**src/rtl/buddy_memory_allocator_defines.svh**
```systemverilog
// Assertion macros for the buddy allocator.
// Used by rtl/buddy_memory_allocator.sv; needs clk_i and rst_ni in scope.
`ifndef BUDDY_MEMORY_ALLOCATOR_DEFINES_SVH
`define BUDDY_MEMORY_ALLOCATOR_DEFINES_SVH
`ifndef SYNTHESIS
`define BMA_ASSERT(name, prop) \
  name: assert property (@(posedge clk_i) disable iff (!rst_ni) (prop)) \
    else $error("assertion failed");
`define BMA_ASSERT_NEXT(name, pre, post) \
  name: assert property (@(posedge clk_i) disable iff (!rst_ni) (pre) |=> (post)) \
    else $error("assertion failed");
`else
`define BMA_ASSERT(name, prop)
`define BMA_ASSERT_NEXT(name, pre, post)
`endif
`endif

```
**src/rtl/bma_pkg.sv**
```systemverilog
// Shared codes and sequencer states of the buddy allocator.
// No dependencies; imported by rtl/buddy_memory_allocator.sv and by both dv files.
package bma_pkg;

  localparam int OFFW = 13;
  localparam int REQW = 14;
  localparam int STW  = 2;

  localparam logic OP_ALLOC = 1'b0;
  localparam logic OP_FREE  = 1'b1;

  localparam logic [STW-1:0] STATUS_GRANT = 2'd0;
  localparam logic [STW-1:0] STATUS_FAIL  = 2'd1;
  localparam logic [STW-1:0] STATUS_FREED = 2'd2;

  typedef enum logic [14:0] {
    ST_CLEAR  = 15'b000000000000001,
    ST_IDLE   = 15'b000000000000010,
    ST_SCAN   = 15'b000000000000100,
    ST_ARD    = 15'b000000000001000,
    ST_SPLIT  = 15'b000000000010000,
    ST_SPLIT2 = 15'b000000000100000,
    ST_DIV    = 15'b000000001000000,
    ST_FCHK   = 15'b000000010000000,
    ST_FRD    = 15'b000000100000000,
    ST_MCHK   = 15'b000001000000000,
    ST_BRD    = 15'b000010000000000,
    ST_ULCHK  = 15'b000100000000000,
    ST_PUSH   = 15'b001000000000000,
    ST_RES    = 15'b010000000000000,
    ST_SPARE  = 15'b100000000000000
  } state_e;

endpackage

```
**src/rtl/buddy_memory_allocator.sv**
```systemverilog
// Binary buddy allocator: sequencer, free-list heads and leaf table memory.
// Depends on bma_pkg and buddy_memory_allocator_defines.svh.
//
//  channel | direction | handshake              | payload
//  in      | to block  | in_valid_i/in_stall_o   | operation_i, request_bytes_i, payload_offset_i
//  out     | from block| out_valid_o/out_stall_i | status_o, granted_offset_o
//
// After reset a clearing pass writes every leaf entry, with in_stall_o high.
// An allocate keeps in_stall_o high through one head probe per order (ST_SCAN), then ST_ARD,
// ST_SPLIT, ST_SPLIT2 and ST_SCAN again for each split.
// A free passes through a reciprocal multiply by LEAF_BYTES, the exactness check and the leaf
// read, then ST_MCHK and ST_BRD per merge plus one ST_ULCHK per list node walked while
// unlinking the buddy, then stops, pushes the block (ST_PUSH) and answers (ST_RES).
// One item at a time; the finished result waits in an output register under out_stall_i.
`include "buddy_memory_allocator_defines.svh"

module buddy_memory_allocator import bma_pkg::*; #(
  parameter int NUM_LEAVES   = 64,
  parameter int LEAF_BYTES   = 128,
  parameter int HEADER_BYTES = 16
) (
  input  logic            clk_i,
  input  logic            rst_ni,
  input  logic            in_valid_i,
  output logic            in_stall_o,
  input  logic            operation_i,
  input  logic [REQW-1:0] request_bytes_i,
  input  logic [OFFW-1:0] payload_offset_i,
  output logic            out_valid_o,
  input  logic            out_stall_i,
  output logic [STW-1:0]  status_o,
  output logic [OFFW-1:0] granted_offset_o
);

  localparam int AW  = $clog2(NUM_LEAVES);
  localparam int LW  = AW + 1;
  localparam int TOP = AW;
  localparam int OW  = $clog2(TOP + 1);
  localparam int TW  = REQW + 1;
  localparam logic [LW-1:0] NIL = LW'(NUM_LEAVES);
  localparam logic [OW-1:0] TOP_ORD = OW'(TOP);
  // Reciprocal of LEAF_BYTES, exact for every offset of OFFW bits.
  localparam int DIV_S = OFFW + $clog2(LEAF_BYTES);
  localparam logic [31:0] DIV_M =
    32'(((64'd1 << DIV_S) + 64'(LEAF_BYTES) - 64'd1) / 64'(LEAF_BYTES));

  typedef struct packed {
    logic          live;
    logic          free;
    logic [OW-1:0] ord;
    logic [LW-1:0] nxt;
  } entry_t;

  state_e state_q, state_d;

  entry_t mem_q [NUM_LEAVES];
  entry_t rd_q;
  logic [AW-1:0] raddr;
  logic          mem_we;
  logic [AW-1:0] waddr;
  entry_t        wdata;

  logic [LW-1:0] head_q [TOP+1];
  logic [OW-1:0] hidx;
  logic          head_we;
  logic [LW-1:0] head_wd;
  logic [LW-1:0] head_rd;

  logic [OW-1:0]   k_q, k_d, want_q, want_d;
  logic [AW-1:0]   cur_q, cur_d, bud_q, bud_d, walk_q, walk_d, clr_q, clr_d;
  logic [LW-1:0]   bnext_q, bnext_d;
  logic [OFFW-1:0] div_q, div_d;
  logic [OFFW-1:0] quo_q, quo_d;
  logic [STW-1:0]  res_st_q, res_st_d;
  logic [OFFW-1:0] res_off_q, res_off_d;
  logic            out_valid_q;
  logic [STW-1:0]  out_st_q;
  logic [OFFW-1:0] out_off_q;

  logic [TW-1:0]   total;
  logic            fit;
  logic [OW-1:0]   want;
  logic [31:0]     quo_full;
  logic [31:0]     back_full;
  logic [31:0]     off_full;
  logic [AW-1:0]   buddy;

  assign head_rd   = head_q[hidx];
  assign total     = TW'(request_bytes_i) + TW'(HEADER_BYTES);
  assign quo_full  = (32'(div_q) * DIV_M) >> DIV_S;
  assign back_full = 32'(quo_q) * 32'(LEAF_BYTES);
  assign off_full  = 32'(cur_q) * 32'(LEAF_BYTES) + 32'(HEADER_BYTES);
  assign buddy     = cur_q ^ (AW'(1) << k_q);

  // Smallest order whose block covers the header plus payload.
  always_comb begin
    fit  = 1'b0;
    want = '0;
    for (int w = TOP; w >= 0; w--) begin
      if ({17'b0, total} <= (32'(LEAF_BYTES) << w)) begin
        fit  = 1'b1;
        want = OW'(w);
      end
    end
  end

  always_comb begin
    state_d   = state_q;
    k_d       = k_q;
    want_d    = want_q;
    cur_d     = cur_q;
    bud_d     = bud_q;
    walk_d    = walk_q;
    clr_d     = clr_q;
    bnext_d   = bnext_q;
    div_d     = div_q;
    quo_d     = quo_q;
    res_st_d  = res_st_q;
    res_off_d = res_off_q;
    raddr     = cur_q;
    mem_we    = 1'b0;
    waddr     = cur_q;
    wdata     = '{live: 1'b0, free: 1'b0, ord: '0, nxt: NIL};
    hidx      = k_q;
    head_we   = 1'b0;
    head_wd   = NIL;
    unique case (state_q)
      ST_CLEAR: begin
        mem_we = 1'b1;
        waddr  = clr_q;
        if (clr_q == '0) begin
          wdata.free = 1'b1;
          wdata.ord  = TOP_ORD;
        end
        clr_d = clr_q + AW'(1);
        if (clr_q == AW'(NUM_LEAVES - 1)) begin
          state_d = ST_IDLE;
        end
      end
      ST_IDLE: begin
        if (in_valid_i) begin
          res_off_d = '0;
          res_st_d  = STATUS_FAIL;
          if (operation_i == OP_ALLOC) begin
            if (fit) begin
              k_d     = want;
              want_d  = want;
              state_d = ST_SCAN;
            end else begin
              state_d = ST_RES;
            end
          end else if (payload_offset_i < OFFW'(HEADER_BYTES)) begin
            state_d = ST_RES;
          end else begin
            div_d   = payload_offset_i - OFFW'(HEADER_BYTES);
            state_d = ST_DIV;
          end
        end
      end
      ST_SCAN: begin
        if (head_rd != NIL) begin
          cur_d   = head_rd[AW-1:0];
          raddr   = head_rd[AW-1:0];
          state_d = ST_ARD;
        end else if (k_q == TOP_ORD) begin
          state_d = ST_RES;
        end else begin
          k_d = k_q + OW'(1);
        end
      end
      ST_ARD: begin
        head_we = 1'b1;
        head_wd = rd_q.nxt;
        if (k_q == want_q) begin
          mem_we     = 1'b1;
          wdata.live = 1'b1;
          wdata.ord  = want_q;
          res_st_d   = STATUS_GRANT;
          res_off_d  = off_full[OFFW-1:0];
          state_d    = ST_RES;
        end else begin
          k_d     = k_q - OW'(1);
          state_d = ST_SPLIT;
        end
      end
      ST_SPLIT: begin
        // Upper half goes on the list first, then the lower half above it.
        mem_we     = 1'b1;
        waddr      = buddy;
        wdata.free = 1'b1;
        wdata.ord  = k_q;
        wdata.nxt  = head_rd;
        state_d    = ST_SPLIT2;
      end
      ST_SPLIT2: begin
        mem_we     = 1'b1;
        wdata.free = 1'b1;
        wdata.ord  = k_q;
        wdata.nxt  = {1'b0, buddy};
        head_we    = 1'b1;
        head_wd    = {1'b0, cur_q};
        state_d    = ST_SCAN;
      end
      ST_DIV: begin
        quo_d   = quo_full[OFFW-1:0];
        state_d = ST_FCHK;
      end
      ST_FCHK: begin
        // The offset must sit exactly on a leaf boundary inside the region.
        if (back_full != 32'(div_q) || {1'b0, quo_q} >= (OFFW + 1)'(NUM_LEAVES)) begin
          state_d = ST_RES;
        end else begin
          cur_d   = quo_q[AW-1:0];
          raddr   = quo_q[AW-1:0];
          state_d = ST_FRD;
        end
      end
      ST_FRD: begin
        if (!rd_q.live) begin
          state_d = ST_RES;
        end else begin
          mem_we    = 1'b1;
          wdata.ord = rd_q.ord;
          wdata.nxt = rd_q.nxt;
          k_d       = rd_q.ord;
          state_d   = ST_MCHK;
        end
      end
      ST_MCHK: begin
        if (k_q == TOP_ORD) begin
          state_d = ST_PUSH;
        end else begin
          bud_d   = buddy;
          raddr   = buddy;
          state_d = ST_BRD;
        end
      end
      ST_BRD: begin
        if (!rd_q.free || rd_q.ord != k_q) begin
          state_d = ST_PUSH;
        end else begin
          mem_we    = 1'b1;
          waddr     = bud_q;
          wdata.ord = k_q;
          bnext_d   = rd_q.nxt;
          if (head_rd == {1'b0, bud_q}) begin
            head_we = 1'b1;
            head_wd = rd_q.nxt;
            if (bud_q < cur_q) begin
              cur_d = bud_q;
            end
            k_d     = k_q + OW'(1);
            state_d = ST_MCHK;
          end else begin
            walk_d  = head_rd[AW-1:0];
            raddr   = head_rd[AW-1:0];
            state_d = ST_ULCHK;
          end
        end
      end
      ST_ULCHK: begin
        // Walk the list until the node in front of the buddy is found.
        if (rd_q.nxt == {1'b0, bud_q}) begin
          mem_we  = 1'b1;
          waddr   = walk_q;
          wdata   = '{live: rd_q.live, free: rd_q.free, ord: rd_q.ord, nxt: bnext_q};
          if (bud_q < cur_q) begin
            cur_d = bud_q;
          end
          k_d     = k_q + OW'(1);
          state_d = ST_MCHK;
        end else begin
          walk_d = rd_q.nxt[AW-1:0];
          raddr  = rd_q.nxt[AW-1:0];
        end
      end
      ST_PUSH: begin
        mem_we     = 1'b1;
        wdata.free = 1'b1;
        wdata.ord  = k_q;
        wdata.nxt  = head_rd;
        head_we    = 1'b1;
        head_wd    = {1'b0, cur_q};
        res_st_d   = STATUS_FREED;
        res_off_d  = '0;
        state_d    = ST_RES;
      end
      ST_RES: begin
        if (!out_valid_q || !out_stall_i) begin
          state_d = ST_IDLE;
        end
      end
      default: begin
        state_d = ST_IDLE;
      end
    endcase
  end

  always_ff @(posedge clk_i) begin
    rd_q <= mem_q[raddr];
    if (mem_we) begin
      mem_q[waddr] <= wdata;
    end
  end

  always_ff @(posedge clk_i or negedge rst_ni) begin
    if (!rst_ni) begin
      for (int i = 0; i <= TOP; i++) begin
        head_q[i] <= (i == TOP) ? LW'(0) : NIL;
      end
    end else if (head_we) begin
      head_q[hidx] <= head_wd;
    end
  end

  always_ff @(posedge clk_i or negedge rst_ni) begin
    if (!rst_ni) begin
      state_q     <= ST_CLEAR;
      clr_q       <= '0;
      out_valid_q <= 1'b0;
    end else begin
      state_q <= state_d;
      clr_q   <= clr_d;
      if (state_q == ST_RES && (!out_valid_q || !out_stall_i)) begin
        out_valid_q <= 1'b1;
      end else if (!out_stall_i) begin
        out_valid_q <= 1'b0;
      end
    end
  end

  always_ff @(posedge clk_i) begin
    k_q       <= k_d;
    want_q    <= want_d;
    cur_q     <= cur_d;
    bud_q     <= bud_d;
    walk_q    <= walk_d;
    bnext_q   <= bnext_d;
    div_q     <= div_d;
    quo_q     <= quo_d;
    res_st_q  <= res_st_d;
    res_off_q <= res_off_d;
    if (state_q == ST_RES && (!out_valid_q || !out_stall_i)) begin
      out_st_q  <= res_st_q;
      out_off_q <= res_off_q;
    end
  end

  assign in_stall_o       = (state_q != ST_IDLE);
  assign out_valid_o      = out_valid_q;
  assign status_o         = out_st_q;
  assign granted_offset_o = out_off_q;

  `BMA_ASSERT_NEXT(a_accept_leaves_idle, in_valid_i && !in_stall_o, state_q != ST_IDLE)
  `BMA_ASSERT(a_offset_only_on_grant, !(out_valid_o && status_o != STATUS_GRANT) || out_off_q == '0)
  `BMA_ASSERT(a_order_in_range, !(state_q == ST_SCAN || state_q == ST_MCHK) || k_q <= TOP_ORD)

endmodule

```
**config.mk**
```make
export PLATFORM = sky130hd
export DESIGN_NAME = buddy_memory_allocator
export DESIGN_NICKNAME = d
export VERILOG_FILES = /design/src/rtl/bma_pkg.sv /design/src/rtl/buddy_memory_allocator.sv
export VERILOG_INCLUDE_DIRS = /design/src /design/src/rtl
export SDC_FILE = /design/constraint.sdc
export NUM_CORES = 1
export LEC_CHECK = 0
export ABC_CLOCK_PERIOD_IN_PS = 10400
export BUFFER_PORTS_ARGS = -buffer_cell sky130_fd_sc_hd__buf_2
export CAP_MARGIN = 15
export CORE_MARGIN = 2
export CORE_UTILIZATION = 52
export DETAILED_ROUTE_END_ITERATION = 7
export HOLD_SLACK_MARGIN = 0.03
export PLACE_DENSITY = 0.74
export SYNTH_ARGS = -nofsm -noshare
export SYNTH_HDL_FRONTEND = slang
export SYNTH_SLANG_ARGS = --single-unit
```
**constraint.sdc**
```tcl
create_clock -name clk_i -period 10.4 [get_ports clk_i]
set_clock_uncertainty 0.05 [all_clocks]
set_input_delay 0.52 -clock clk_i [delete_from_list [all_inputs] [get_ports clk_i]]
set_output_delay 0.52 -clock clk_i [all_outputs]
set_load 0.02 [all_outputs]
```
==> impl_results.md <==
- Outcome: finished clean
- Gr ovfl total: 0
- Via density: between 6 and 7
- RePlAce Congestion: 0.971
- Pwr Total: around 8.6 mW
- Final setup margin: 3680 ps
- Top post-synthesis cells by area: edfxtp_1 (66%), mux2i_1 (11%), dfrtp_1 (4.2%)
- Crit Path Category: register to register
- Num rows: 99
- Resize count post-CTS: 0
- Leading area contributor after synthesis: edfxtp_1
- CP max FO: 36
- DR iter-0 viols: about 2.6k
- Pre-CTS setup slack: 3810 ps
- Ys async rst share: 7.63%
- Fin crit share: 64.6%
- DRT Wirelength: approximately 98,000 µm
- Starting density of the core: a little over half
- Max transition margin: 19.3%
- Nets@finish: 2,618
- Hold Slack: 9.65 ps
- Initial antenna violation count: 0
- Crit path max-delay cell type: nor4_1
- Nature of the critical path endpoint: register
- TNS Setup: 0 ps
- Layout cells sized above 1: about 13%
- Synth cell types: 78
- Util after Layout: 58.7%
- Min cycle time layout: 6720 ps
- Pleak: between 15 and 20 nW
- Ys Warns: 0
- IO Pins: 49
- CTS tree: yes
- Non-Filler Instances: 3,610
- Finished Cell Area: between 40,000 and 50,000 µm²
- Most used cell, CP: nor2_1
- Layout area overhead: 12.4%
- Synthesized area: 37,900 µm²
- Vias: between 20k and 25k
- Worst Max-Slew Pin Slew: about 1200 ps
- Die Width: 274 µm
- GRT Util Overall: 26.0%
- Setup violations, final: 0
- Cell family with most CP delay: simple AND/OR/NAND/NOR gates
- Largest net degree at the start of global routing: 145
- Dpl hpwl: 61,000 µm
- Port Buffer Count: 42
- Fin. Hold Viols: 0
- CTS Buf Count: slightly above 90
- Power density over the cells: approximately 200 nW/µm²
- Worst hold path type: primary input to async pin
- EDFF count, synth: ~840
- Unrepaired setup endpoints after global routing: false
- Worst-skew pair later-pin latency: ~680 ps
- Clk sinks: just over 900
- First-pass GRT wire length: 144,000 µm
- Max-Cap Viols: 0
- Core Region: ~73,000 µm²
- Cell count after synthesis: 2,469
- Die Area: 75,100 µm²
- Critical Path RT: around 11,000 ps
- Pins Over Slew Limit: 0
- Worst path max stage delay: 1040 ps
- Placed cell count: 3,421
- Die height: 274 µm
- Peak VDD IR: 0.196 mV
- Reg clk slew, reported paths: 60 ps
- CTS Hold Bufs: 4
- DRC errors left: 0
- Flops & latches, synth: 918
- Sequential fraction of the synthesis area: 71.5%
- Clk buf depth: 3
- Number of global-route vias before repair: 22.4k
- # fillers: 5,448
- Setup bufs post-CTS: 0
- DR WL/cell: 27.1 µm
- Ant. Diodes: 0
- Cell Chain, Critical Path: nor2_1 -> a22oi_1 -> nand3b_1 -> nand4b_1 -> nor4_4 -> o31ai_1 -> a21oi_2 -> nor2_1 -> nand2_1 -> buf_4 -> o22ai_1 -> nor4_1 -> o2111ai_1
- Dpl cell area: between 30,000 and 40,000 µm²
- Mapped Avg Cell Area: 15.4 µm²
- Max frequency: approximately 150 MHz
- Buf/Inv on CP: 1
- H-tree levels: 3
- Post-synth top area share: 66.2%
- CTS root buf: clkbuf_16
- WP data arrival: 7100 ps
- Antenna violation net count after detailed routing: 0
- DR pass1 iterations: 6
- Worst setup SP type: register
- Main flop type after synthesis: edfxtp_1
cell usage after synthesis (6+ instances only):
cell type  count
o221ai_1       9
o41ai_1       34
or3_1          9
a21oi_1       24
dfrtp_1       63
a222oi_1       9
xnor2_1       31
buf_2         69
nor3_1        26
o22ai_1      193
or4_1          7
dfstp_2        7
nor4_1        23
mux2i_1      407
nand2_1      143
edfxtp_1     836
ha_1          10
a31oi_1        6
and3_1         9
or2_2          9
a211oi_1       8
inv_1         36
nor2b_1       11
o21ai_0       74
clkbuf_1      48
nand4_1        9
a22oi_1       20
xor2_1        14
nand2b_1      12
o211ai_1       8
dfxtp_1       12
buf_4         21
nand3_1       35
o2111ai_1     12
nor2_1       123
and2_1        15
routing by layer:
metal	vias to the layer above	share of wire [%]	global-route usage, %
met1	11342	41	36.3
met2	1200	46	39.9
met4	0	4.5	12.3
li1	9896	-	-
met5	-	0	0
met3	250	9.0	4.94
final timing paths:
kind                               startpoint                   end  slack, ps  cells past startpoint
min in group clk_i                out_stall_i           out_valid_o        100                      3
worst min-delay path                   rst_ni           state_q[13]         10                      2
worst min register to register  res_off_q[11]  granted_offset_o[11]        370                      0
max in group asynchronous              rst_ni              clr_q[2]       9620                      2
worst max-delay path                  hidx[2]               rd_q[3]       3680                     13
worst max register to register        hidx[2]               rd_q[3]       3680                     13
flip-flops by register name (all words and copies together) (netlist names):
signal / cells
mem_q: 768
head_q: 49
state_q: 14
div_q: 13
rd_q: 12
bnext_q: 7
granted_offset_o: 7
res_off_q: 7
bud_q: 6
clr_q: 6
cur_q: 6
quo_q: 6
walk_q: 6
hidx: 3
want_q: 3
res_st_q: 2
status_o: 2
out_valid_o: 1
cell type report:
cell class / count / area (µm²) / share of cell area [%]
inverter: 37 / 139 / 0.326
tap: 959 / 1200 / 2.82
sequential: 918 / 27100 / 63.6
clock buffer: 115 / 2460 / 5.78
clock inverter: 56 / 547 / 1.28
multi-input combinational: 1374 / 10000 / 23.5
timing repair buffer: 151 / 1150 / 2.69
cell families after synthesis:
group,count (synthesis),synth area share [%]
DFF,918,71.5
and+or+nand+nor,458,5.94
other,1,0.00989
AOI/OAI and AO/OA,442,7.86
buffers and inverters,182,2.38
muxes,411,10.9
xor gates and xnor gates,45,1.04
adders and majority gates,12,0.409
placed cells by master (no fill, tap or decap), drive strengths merged, types with 31 or more instances in the layout:
cell type / synthesis / layout
inv: 36 / 38
nand3: 35 / 35
o41ai: 34 / 34
nor2: 123 / 123
xnor2: 31 / 31
edfxtp: 836 / 836
buf: 97 / 147
clkbuf: 48 / 115
clkinv: 1 / 42
o21ai: 74 / 74
o22ai: 193 / 193
nand2: 143 / 143
dfrtp: 63 / 63
mux2i: 407 / 407
report_power, final:
| group | switching [mW] | total (mW) | internal (mW) |
|---|---|---|---|
| Clock | 1.43 | 3.27 | 1.84 |
| Combinational | 0.790 | 1.19 | 0.398 |
| Sequential | 0.0682 | 4.15 | 4.08 |
| Total | 2.29 | 8.61 | 6.33 |
Note: power is estimated with default switching activity, not from simulation.
